### config.mk
export PLATFORM = sky130hd
export DESIGN_NAME = rth_div_cell
export DESIGN_NICKNAME = d
export VERILOG_FILES = /design/src/rtl/core/rth_pkg.sv /design/src/rtl/core/rth_div_cell.sv
export SDC_FILE = /design/constraint.sdc
export NUM_CORES = 1
export LEC_CHECK = 0
export ABC_AREA = 1
export ABC_CLOCK_PERIOD_IN_PS = 2150
export BUFFER_PORTS_ARGS = -buffer_cell sky130_fd_sc_hd__buf_2
export CAP_MARGIN = 20
export CORE_MARGIN = 2
export CORE_UTILIZATION = 47
export DETAILED_ROUTE_END_ITERATION = 16
export PLACE_DENSITY = 0.88
export SETUP_SLACK_MARGIN = 0.4
export SLEW_MARGIN = 20
export SYNTH_ARGS = -nofsm -noshare
export SYNTH_HDL_FRONTEND = slang
export SYNTH_SLANG_ARGS = --single-unit
export TNS_END_PERCENT = 100
### constraint.sdc
create_clock -name i_clk -period 2.15 [get_ports i_clk]
set_clock_uncertainty 0.05 [all_clocks]
set_input_delay 0.1075 -clock i_clk [delete_from_list [all_inputs] [get_ports i_clk]]
set_output_delay 0.1075 -clock i_clk [all_outputs]
set_load 0.01 [all_outputs]
### src/rtl/core/rth_pkg.sv
// Package for the RGB to HSI pixel converter.
// Holds the CORDIC angle table, the fixed hue widths and the sideband type.
// No dependencies.
`default_nettype none

package rth_pkg;

    localparam int CORDIC_STEPS = 16;
    localparam int ZW = 27;
    localparam int QW = 8;
    localparam int SQRT3_Q15 = 56756;
    localparam logic signed [ZW-1:0] Z_90 = ZW'(90 * 65536);
    localparam logic signed [ZW-1:0] Z_180 = ZW'(180 * 65536);
    localparam logic signed [ZW-1:0] Z_360 = ZW'(360 * 65536);
    localparam logic [7:0] HUE_MAX = 8'd180;

    // atan(2^-i) in degrees times 2^16, rounded.
    localparam logic [21:0] ATAN_TAB [0:CORDIC_STEPS-1] = '{
        22'd2949120, 22'd1740967, 22'd919879, 22'd466945,
        22'd234379, 22'd117304, 22'd58666, 22'd29335,
        22'd14668, 22'd7334, 22'd3667, 22'd1833,
        22'd917, 22'd458, 22'd229, 22'd115
    };

    typedef struct packed {
        logic gray;
        logic mirror;
    } t_hue_side;

endpackage

`default_nettype wire

### src/rtl/core/rth_div_cell.sv
// One restoring division step: decides one quotient bit per cycle.
// Depends on rth_pkg for the quotient width.
`default_nettype none

module rth_div_cell #(
    parameter int NW = 19,
    parameter int DW = 11,
    parameter int QB = 7
) (
    input  wire logic                    i_clk,
    input  wire logic [NW-1:0]           i_rem,
    input  wire logic [DW-1:0]           i_den,
    input  wire logic [rth_pkg::QW-1:0]  i_q,
    output logic [NW-1:0]                o_rem,
    output logic [DW-1:0]                o_den,
    output logic [rth_pkg::QW-1:0]       o_q
);
    import rth_pkg::*;

    logic [NW-1:0] shifted;
    logic          fits;

    always_comb begin
        shifted = NW'(i_den) << QB;
        fits = (i_rem >= shifted);
    end

    always_ff @(posedge i_clk) begin
        o_rem <= fits ? (i_rem - shifted) : i_rem;
        o_den <= i_den;
        o_q <= i_q | (fits ? (QW'(1) << QB) : '0);
    end

endmodule

`default_nettype wire

-- After elaboration in Yosys (flattened, before gate mapping)
Index checks and enable logic that the tools add are counted.
- reduce and logical (&&, ||, !) cells: 0
- multiplexer cells: 2
- bitwise operators: 1
- add/sub/neg operators: 1
- $mul: 0
- shift-type cells: 0
- magnitude comparators: 1
- divide/modulo/power cells: 0
- eq/ne operators: 0
- operator list (operator ; count):
    19-bit by 18-bit >= comparator with 1-bit output ; 1
    19-bit 2-to-1 mux ; 1
    19-bit by 18-bit subtractor with 19-bit output ; 1
    8-bit 2-to-1 mux ; 1
    8-bit OR ; 1
- bits in registers: 38
- output and inout bits: 38
- memories: 0
- bits in read-only memories: 0
- latch bits: 0
- memory bits (writable): 0

-- Longest topological paths before layout
- word-level depth: 3
- mapped depth: 13

-- Least setup slack after synthesis
No wires, ideal clock.
- kind: input-to-reg
- start point: in i_rem[7]
- end point: reg o_q[7] (netlist name)
- slack: 0.493 ns
- data arrival time: 1.484 ns
- cell stages on the path: 11
- library setup time: 0.123 ns
- required time: 1.977 ns
- cell sequence: inv_1 > ha_1 > inv_1 > fa_1 > nand3_1 > nand3_2 > nand2_1 > nand2_1 > nand2_1 > nand3_2 > or2_2
- word-level cells in the longest chain between the ends: 3
- RTL lines (item ; RTL line ; source):
    from (decl) ; rth_div_cell.sv:11 ; input wire logic [NW-1:0] i_rem,
    19-bit by 18-bit >= comparator with 1-bit output ; rth_div_cell.sv:25 ; fits = (i_rem >= shifted);
    8-bit 2-to-1 mux ; rth_div_cell.sv:31 ; o_q <= i_q | (fits ? (QW'(1) << QB) : '0);
    8-bit OR ; rth_div_cell.sv:31 ;
    to (signal assigned) ; rth_div_cell.sv:31 ;
    to (decl) ; rth_div_cell.sv:16 ; output logic [rth_pkg::QW-1:0] o_q
Every way passes these cells.

-- Worst setup path after layout
- start point: in i_rem[7]
- end point: reg o_rem[12]
- word-level cells in the longest chain between the ends: 2
- RTL lines (item ; RTL line ; source):
    19-bit by 18-bit subtractor with 19-bit output / 19-bit by 18-bit >= comparator with 1-bit output (equally long branches) ; rth_div_cell.sv:29, rth_div_cell.sv:25 ;
    19-bit 2-to-1 mux * ; rth_div_cell.sv:29 ; o_rem <= fits ? (i_rem - shifted) : i_rem;
    to (signal assigned) ; rth_div_cell.sv:29 ;
    to (decl) ; rth_div_cell.sv:14 ; output logic [NW-1:0] o_rem,
Mark *: on every way between the ends. The rest lies on a longest branch, timed or not.

==> impl_metrics.json <==
{
  "min_period_ns": 1.66,
  "yosys_register_bits": 38,
  "finalWirelength_um": 6050,
  "clockBufferDepth": 2,
  "die_area_um2": 4240,
  "peakVddDrop_uv": 504,
  "cts_tree": "built",
  "synthesis.area_um2": 1750,
  "die_width_um": 65.1,
  "setup_tns_ns": 0,
  "p_leak_nw": 1.52,
  "num_io_pins": 77,
  "endpoint_kind": "flop",
  "synth_top_area_share_pct": 43.4,
  "grt_first_pass_wirelength_um": 9080,
  "cp_common_cell": "nand2_1",
  "wl_per_cell_um": 14.8,
  "grt_overflow": 0,
  "num_vias": 2075,
  "fin_crit_sh_pct": 77.0,
  "yosysSeqAreaShare_pct": 43.4,
  "grt_max_degree": 14,
  "hold_start": "i_rem[18]",
  "status": "finished, final reports clean",
  "area_growth_pct": 54.4,
  "clkTransAtPathRegs_ns": 0.08,
  "cts_buffers": 5,
  "std_cell_rows": 22,
  "crit_path_max_incr_delay_ns": 0.38,
  "drtIter0Drc": 160,
  "async_flop_share_pct": 0,
  "crit_path_start": "i_rem[7]",
  "syn_inst": 241,
  "synth_cell_types": 19,
  "antenna_found_initial": 0,
  "fill_cells": 245,
  "synth_common_cells": "nand2_1, inv_1, dfxtp_1",
  "crit_buf_inv": 4,
  "ff_latch_area_um2": 761,
  "hold_viol": 0,
  "dp.final_hpwl_um": 3360,
  "grtUsageTotal_pct": 28.7,
  "worst-path-max-fanout": 7,
  "fin_util_pct": 74.6,
  "crit_arrival_ns": 1.80,
  "rsz0062_at_grt": "no",
  "multi_input_area_um2": 826,
  "drc": 0,
  "clock-sinks": 38,
  "hp-class": "in2reg",
  "critPathKind": "in2reg",
  "cp.required_ns": 2.29,
  "ant_nets": 0,
  "power_density_nw_per_um2": 749,
  "cts_max_level": 2,
  "worstMarginPinSlew_ns": 0.313,
  "grt_pass1_vias": 1990,
  "synth_edf_count": 0,
  "gp_congestion": 0.846,
  "cpMaxStageDelayCell": "fa_2",
  "clock.fmax_ghz": 0.604,
  "synth_nets": 292,
  "diodes": 0,
  "max_cap_violations": 0,
  "dr.pass1.iters": 5,
  "fp.dieH_um": 65.1,
  "port_buffers": 76,
  "cp_top_family": "simple AND/OR/NAND/NOR gates",
  "via_per_inst": 5.06,
  "ys_top_cells_by_area": "dfxtp_1, nand2_1, inv_1",
  "ys.flop_type": "dfxtp_1",
  "setup_viol": 0,
  "drive_gt1_share_pct": 27.6,
  "initial_core_util_pct": 48.3,
  "yosysMostFrequentCell": "nand2_1",
  "final_nets": 412,
  "yosys_warnings": 0,
  "yosysTopAreaCell": "dfxtp_1",
  "core_area_um2": 3630,
  "root_buffer": "clkbuf_8",
  "startpoint_type": "primary input",
  "slew_headroom_pct": 79.1,
  "postSynthAreaPerCell_um2": 7.28,
  "worstPathCellList": "buf_2, inv_1, ha_1, inv_1, fa_2, nand3_1, nand3_2, nand2_2, nand2_1, nand2_1, nand3_4, buf_6, nand2_1, nand2_1",
  "drv_slew": 0
}
==> sequential cells by signal, summed over array words and instances (netlist names) <==
name / count
o_den: 11
o_q: 8
o_rem: 19
==> worst paths after layout <==
path | depth (start not counted) | end
worst max-delay path | 14 | o_rem[12]
worst min-delay path | 3 | o_rem[18]
==> report_power, final <==
group,total [mW],switching (mW),internal [mW]
sequential,0.789,0.0180,0.771
combinational,0.500,0.287,0.213
clock,0.739,0.274,0.465
total,2.03,0.579,1.45
==> metal layers <==
metal,global-route usage [%],wire length (µm),vias up
li1,-,-,966
met1,29.1,2190,933
met2,52.4,3010,140
met3,8.73,621,36
met4,15.1,235,0
met5,0,0,-
==> metrics by stage <==
step	std cells	hold WS (ns)	worst slack (ns)	power [mW]	area, µm²
floorplan	241	0.0852	0.493	1.06	1750
global placement	365	0.160	0.263	1.20	2190
detailed placement	365	0.162	0.190	1.21	2190
CTS	409	0.0323	0.459	1.98	2690
global route	410	0.0610	0.391	2.10	2710
finish	410	0.0408	0.495	2.03	2710
==> kinds of logic after synthesis <==
group / after synthesis / share of synthesized area [%]
flip-flops: 38 / 43.4
buffers and inverters: 44 / 10.3
adder cells (fa/ha/maj): 12 / 8.99
AO/OA/AOI/OAI: 5 / 1.64
AND/OR/NAND/NOR: 138 / 33.7
XOR/XNOR: 4 / 2.00
==> placed cells by master, fill, tap and decap left out, drive strengths merged, types with 5 or more instances in the layout <==
master and n:
nand2 98, buf 79, inv 42, dfxtp 38
dlygate4sd3 36, nand3 16, nor2 16, ha 11
clkbuf 5, a21oi 5
==> repair_timing <==
action / 4_1_cts / 5_1_grt
hold buffers: 36 / 0
setup buffers: 0 / 1
gates resized for setup: 0 / 4
endpoints found under the hold margin: 36 / 0
setup endpoints to repair: 0 / 11
==> cell type report <==
type / count / area share, %
Tap cell: 48 / 2.22
Sequential cell: 38 / 28.1
Clock buffer: 5 / 2.54
Clock inverter: 3 / 2.54
Inverter: 42 / 5.82
Multi-Input combinational cell: 159 / 30.5
Timing Repair Buffer: 115 / 28.3
Note: power is estimated with default switching activity, not from simulation.
