File: src/rtl/core/rth_pkg.sv
// Package for the RGB to HSI pixel converter.
// Holds the CORDIC angle table, the fixed hue widths and the sideband type.
// No dependencies.
`default_nettype none

package rth_pkg;

    localparam int CORDIC_STEPS = 16;
    localparam int ZW = 27;
    localparam int QW = 8;
    localparam int SQRT3_Q15 = 56756;
    localparam logic signed [ZW-1:0] Z_90 = ZW'(90 * 65536);
    localparam logic signed [ZW-1:0] Z_180 = ZW'(180 * 65536);
    localparam logic signed [ZW-1:0] Z_360 = ZW'(360 * 65536);
    localparam logic [7:0] HUE_MAX = 8'd180;

    // atan(2^-i) in degrees times 2^16, rounded.
    localparam logic [21:0] ATAN_TAB [0:CORDIC_STEPS-1] = '{
        22'd2949120, 22'd1740967, 22'd919879, 22'd466945,
        22'd234379, 22'd117304, 22'd58666, 22'd29335,
        22'd14668, 22'd7334, 22'd3667, 22'd1833,
        22'd917, 22'd458, 22'd229, 22'd115
    };

    typedef struct packed {
        logic gray;
        logic mirror;
    } t_hue_side;

endpackage

`default_nettype wire

File: src/rtl/core/rth_cordic_cell.sv
// One CORDIC vectoring step of the hue chain.
// Depends on rth_pkg for the angle table and the sideband type.
`default_nettype none

module rth_cordic_cell #(
    parameter int XW = 28,
    parameter int STEP = 0
) (
    input  wire logic                        i_clk,
    input  wire logic                        i_rst_n,
    input  wire logic                        i_vld,
    input  wire logic signed [XW-1:0]        i_x,
    input  wire logic signed [XW-1:0]        i_y,
    input  wire logic signed [rth_pkg::ZW-1:0] i_z,
    input  wire rth_pkg::t_hue_side          i_side,
    output logic                             o_vld,
    output logic signed [XW-1:0]             o_x,
    output logic signed [XW-1:0]             o_y,
    output logic signed [rth_pkg::ZW-1:0]    o_z,
    output rth_pkg::t_hue_side               o_side
);
    import rth_pkg::*;

    localparam logic signed [ZW-1:0] ANG = $signed({{(ZW-22){1'b0}}, ATAN_TAB[STEP]});

    logic signed [XW-1:0] n_x, n_y, xs, ys;
    logic signed [ZW-1:0] n_z;

    always_comb begin
        xs = i_x >>> STEP;
        ys = i_y >>> STEP;
        if (!i_y[XW-1]) begin
            n_x = i_x + ys;
            n_y = i_y - xs;
            n_z = i_z + ANG;
        end else begin
            n_x = i_x - ys;
            n_y = i_y + xs;
            n_z = i_z - ANG;
        end
    end

    always_ff @(posedge i_clk) begin
        if (!i_rst_n) begin
            o_vld <= 1'b0;
        end else begin
            o_vld <= i_vld;
        end
        o_x <= n_x;
        o_y <= n_y;
        o_z <= n_z;
        o_side <= i_side;
    end

endmodule

`default_nettype wire

File: config.mk
export PLATFORM = sky130hd
export DESIGN_NAME = rth_cordic_cell
export DESIGN_NICKNAME = d
export VERILOG_FILES = /design/src/rtl/core/rth_pkg.sv /design/src/rtl/core/rth_cordic_cell.sv
export SDC_FILE = /design/constraint.sdc
export NUM_CORES = 1
export LEC_CHECK = 0
export ABC_AREA = 1
export BUFFER_PORTS_ARGS = -buffer_cell sky130_fd_sc_hd__buf_2
export CAP_MARGIN = 20
export CORE_MARGIN = 1.5
export CORE_UTILIZATION = 45
export CTS_BUF_LIST = sky130_fd_sc_hd__clkbuf_4
export DETAILED_ROUTE_END_ITERATION = 10
export GPL_TIMING_DRIVEN = 1
export PLACE_DENSITY = 0.71
export REMOVE_ABC_BUFFERS = 1
export SKIP_CTS_REPAIR_TIMING = 1
export SLEW_MARGIN = 30
export SYNTH_ARGS = -nofsm -noshare
export SYNTH_HDL_FRONTEND = slang
export SYNTH_SLANG_ARGS = --single-unit
File: constraint.sdc
create_clock -name i_clk -period 6.8 [get_ports i_clk]
set_clock_uncertainty 0.1 [all_clocks]
set_input_delay 1.7 -clock i_clk [delete_from_list [all_inputs] [get_ports i_clk]]
set_output_delay 1.7 -clock i_clk [all_outputs]
set_load 0.02 [all_outputs]
; After elaboration in Yosys (flattened, before gate mapping)
; Index checks and enable logic that the tools add are counted.
[word_totals]
ff_bits = 86
input_bits = 88
[op_classes]
n_addsub = 5
muxes = 3
[ops]
columns = operator, count
row1 = 2-to-1 mux 28 bit, 2
row2 = subtractor 28 bit, 2
row3 = adder 28 bit, 1
row4 = adder 27 x 23 -> 27 bit (second input constant), 1
row5 = 2-to-1 mux 27 bit, 1
row6 = subtractor 27 x 23 -> 27 bit (second input constant), 1

; Logic depth before layout (Yosys ltp)
[depth]
depth_word = 2
depth_mapped = 16

; Worst setup path after synthesis
; Ideal clock, no wire load.
[synth_path]
kind = input-to-reg
from = input i_y[27]
to = register o_z[23] in the netlist's numbering
setup_time_ns = 0.119
arrival_time_ns = 3.272
required_time_ns = 6.581
slack_ns = 3.309
path_stages = 13
n_path_buf = 2
path_cell_list = buf_2 inv_2 buf_2 ha_1 nand2_1 o21ai_0 nand2_1 nand2_1 nand2_1 a21oi_1 nor2_1 nand2_1 nand2_1
[synth_between]
elab_chain_cells = 1
[synth_lines]
columns = item, line_no
row1 = from (decl), rth_cordic_cell.sv:13  ; input wire logic signed [XW-1:0] i_y,
row2 = 2-to-1 mux 27 bit, rth_cordic_cell.sv:32  ; if (!i_y[XW-1]) begin
row3 = via n_z[23], rth_cordic_cell.sv:27  ; logic signed [ZW-1:0] n_z;
row4 = to (signal assigned), rth_cordic_cell.sv:51  ; o_z <= n_z;
row5 = to (decl), rth_cordic_cell.sv:19  ; output logic signed [rth_pkg::ZW-1:0] o_z,
; The timed path passes the listed nets, and every way through them passes these cells.
; A chain may end at the register's enable or synchronous reset.

; Worst setup path after layout
[layout_path]
from = input i_x[0]
to = register o_y[16]
[layout_between]
elab_chain_cells = 2
word_cells_on_any_way = 3
classes_between = add/sub (2) / mux (1)
[layout_lines]
columns = item, line_no
row1 = from (decl), rth_cordic_cell.sv:12  ; input wire logic signed [XW-1:0] i_x,
row2 = subtractor 28 bit or adder 28 bit (tied branches), "rth_cordic_cell.sv:34, rth_cordic_cell.sv:38"
row3 = 2-to-1 mux 28 bit *, rth_cordic_cell.sv:32
row4 = via n_y[16], rth_cordic_cell.sv:26  ; logic signed [XW-1:0] n_x, n_y, xs, ys;
row5 = to (signal assigned), rth_cordic_cell.sv:50  ; o_y <= n_y;
row6 = to (decl), rth_cordic_cell.sv:18  ; output logic signed [XW-1:0] o_y,
; The timed path passes the listed nets; every way through them passes the cells marked *.

==> metrics <==
Warnings, synthesis=0; remaining antenna violation count after routing=0; number of nets in the final layout=1741; Crit Path Class=in -> reg; detail-routed net length per standard cell=14.99 µm; Period minus WS final=3470 ps; drt first pass iters=9; FF+latch count, synth=85; Port-buffer cells=173; leading cell type by number of instances after synthesis=nand2_1; Primary FF master, synth=dfxtp_1; ranking of synthesized cells by instance count=469 x nand2_1, 241 x inv_1, 125 x nand3_1; path category of the worst min-delay check=in -> reg; Die ar.=19450 µm²; placed cell count=1777; data arrival time of the critical path=3800 ps; die height=139.5 µm; IO Count=174; via-per-instance ratio=5.156; pin slew with the least headroom to its limit=742.4 ps; total global-route track usage=27.60%; syn avg cell area=5.949 µm²; synthesized instance count=1409; number of hold-slack violations in the final timing report=0; vias after detailed routing=9249; proportion of layout cells with a drive suffix above 1=13.30%; CTS root buffer=clkbuf_4; share of the synthesized area in the top cell type=21.00%; series of cell instances along the critical path=buf_2 -> ha_1 -> inv_1 -> fa_1 -> inv_1 -> nand2_1 -> o21ai_2 -> nand2_1 -> nand2_1 -> nand2_1 -> nand2_1 -> xor2_1 -> nand2_1 -> nand2_1; setup repair after global routing missed its margin=no; number of buffers on the longest clock path=2; DRC viols=20; post-synth design cell area=8382 µm²; max capacitance violation total=0; leakage power of the design=5.555 nW; Inserted Clock Buffers=9; placeable core region=18090 µm²; die width=139.5 µm; worst-path cell with the longest stage delay=fa_1; final-layout setup total negative slack=0 ps; outcome=complete, but fails checks; number of pins exceeding their max-slew limit in the final report=0; clock tree from TritonCTS=built; Critical Path Source Type=primary input; Final GP Congestion=0.9818; Required @ worst endpoint=7130 ps; number of clock sinks seen by CTS=85; hold path start=i_z[13]; crit path from=i_x[0]; library cell with the largest summed area after synthesis=nand2_1; critical path capture point type=flip-flop; number of antenna violations at the first check in global routing=1; cell row count=49; final instance count without filler cells=1794; Crit path top cell by count=nand2_1; maximum frequency from static timing analysis=288.2 MHz; share of synthesized area occupied by flip-flops and latches=20.30%; maximum vdd ir drop=0.00008259 V; wire length of the first global-routing pass=42.58 mm; Initial Util=46.34%; cell types occupying the most area after synthesis=nand2_1 21%, dfxtp_1 20%, ha_1 13%; Area Overhead vs Synth=13.12%; Yosys cell types=36; routed wire length=26.89 mm; maximum level of the CTS H-tree=3; overall overflow remaining after global route=0; clock transition at the registers of the reported paths=140 ps; # fillers=1951; share of the clock period used by the worst path after layout=51.02%; largest net degree at the start of global routing=61; number of endpoints failing setup at the final stage=0; power density normalized to cell area=186.9 nW/µm²; maximum single-stage delay on the critical path=380 ps; worst-path maximum fanout=4; Final HPWL DP=22.43 mm; Post-synth EDFFs=0; 1st-iter DRT viols=817; vias in the first global route=8699; remaining max-slew budget at the tightest pin=50.51%; failing checks=design-rule violations; async set-reset flop share out of synthesis=0%
[sequential cells by signal (all words and copies together), names as in the netlist]
signal  count
o_y        28
o_x        27
o_z        27
o_side      2
o_vld       1
[per-layer routing]
layer / track usage (%) / vias up / part of all wire (%)
li1: - / 4718 / -
met1: 35.44 / 4124 / 44
met2: 46.40 / 358 / 45
met3: 3.957 / 49 / 7.3
met4: 11.31 / 0 / 3.2
met5: 0 / - / 0
[cells by family after synthesis]
group	synth area share [%]
buffers and inverters	14.00
XOR/XNOR	3.030
adder cells (fa/ha/maj)	14.39
AO/OA/AOI/OAI	11.82
multiplexers	0.2389
AND/OR/NAND/NOR	36.21
flip-flops	20.30
[cell type report]
| cell class | count | area [µm²] | area share [%] |
|---|---|---|---|
| multi-input combinational | 1042 | 5507 | 58.08 |
| clock buffer | 9 | 67.56 | 0.7126 |
| timing repair buffer | 174 | 873.3 | 9.211 |
| tap | 229 | 286.5 | 3.022 |
| sequential | 85 | 1702 | 17.95 |
| clock inverter | 7 | 112.6 | 1.188 |
| inverter | 247 | 930.9 | 9.818 |
| antenna | 1 | 2.502 | 0.02639 |
[critical path, delay by kind of cell]
| family | cells | cell delay (ps) |
|---|---|---|
| and+or+nand+nor | 7 | 620 |
| adders and majority gates | 2 | 580 |
| xor gates and xnor gates | 1 | 330 |
| buffers and inverters | 3 | 290 |
| AOI/OAI and AO/OA | 1 | 270 |
[report_power, final]
group	leakage, nW	internal [mW]	switching [mW]	total (mW)
Combinational	4.74	0.254	0.553	0.808
Sequential	0.717	0.576	0.0180	0.594
Clock	0.0977	0.185	0.186	0.371
Total	5.56	1.01	0.757	1.77
[layout by cell type, fill, tap and decap left out, types with 3 or more instances in the layout]
cell type	instances
nand2_1	469
o22ai_1	3
o31ai_1	3
ha_1	90
o21bai_1	15
xnor2_1	4
nand4_1	30
fa_1	4
inv_1	241
clkbuf_4	9
nor2_1	89
o21ai_0	53
nand3_1	125
a31oi_1	7
inv_2	4
bufinv_16	3
xor2_1	25
nand2_2	4
nor2_2	5
nor3_1	5
buf_2	173
dfxtp_1	85
clkinv_2	3
a21oi_1	98
[path summary, 6_finish.rpt]
| kind | to | cells after the start | slack, ps |
|---|---|---|---|
| hold / removal | o_z[13] | 1 | 1210 |
| setup / recovery | o_y[16] | 14 | 3330 |
[stage by stage]
step | util [%] | hold WS [ps] | setup WS (ps) | total power, mW | cell area (µm²)
2_1_floorplan | - | 1628 | 3317 | 1.134 | 8137
3_3_place_gp | 51.40 | 1703 | 2735 | 1.395 | 9296
3_5_place_dp | 51.41 | 1704 | 2921 | 1.403 | 9299
4_1_cts | 52.41 | 1173 | 3438 | 1.782 | 9479
5_1_grt | 52.42 | 1175 | 3225 | 1.896 | 9482
6_report | 52.42 | 1213 | 3330 | 1.772 | 9482
No activity file was read; power rests on OpenSTA's default activity.
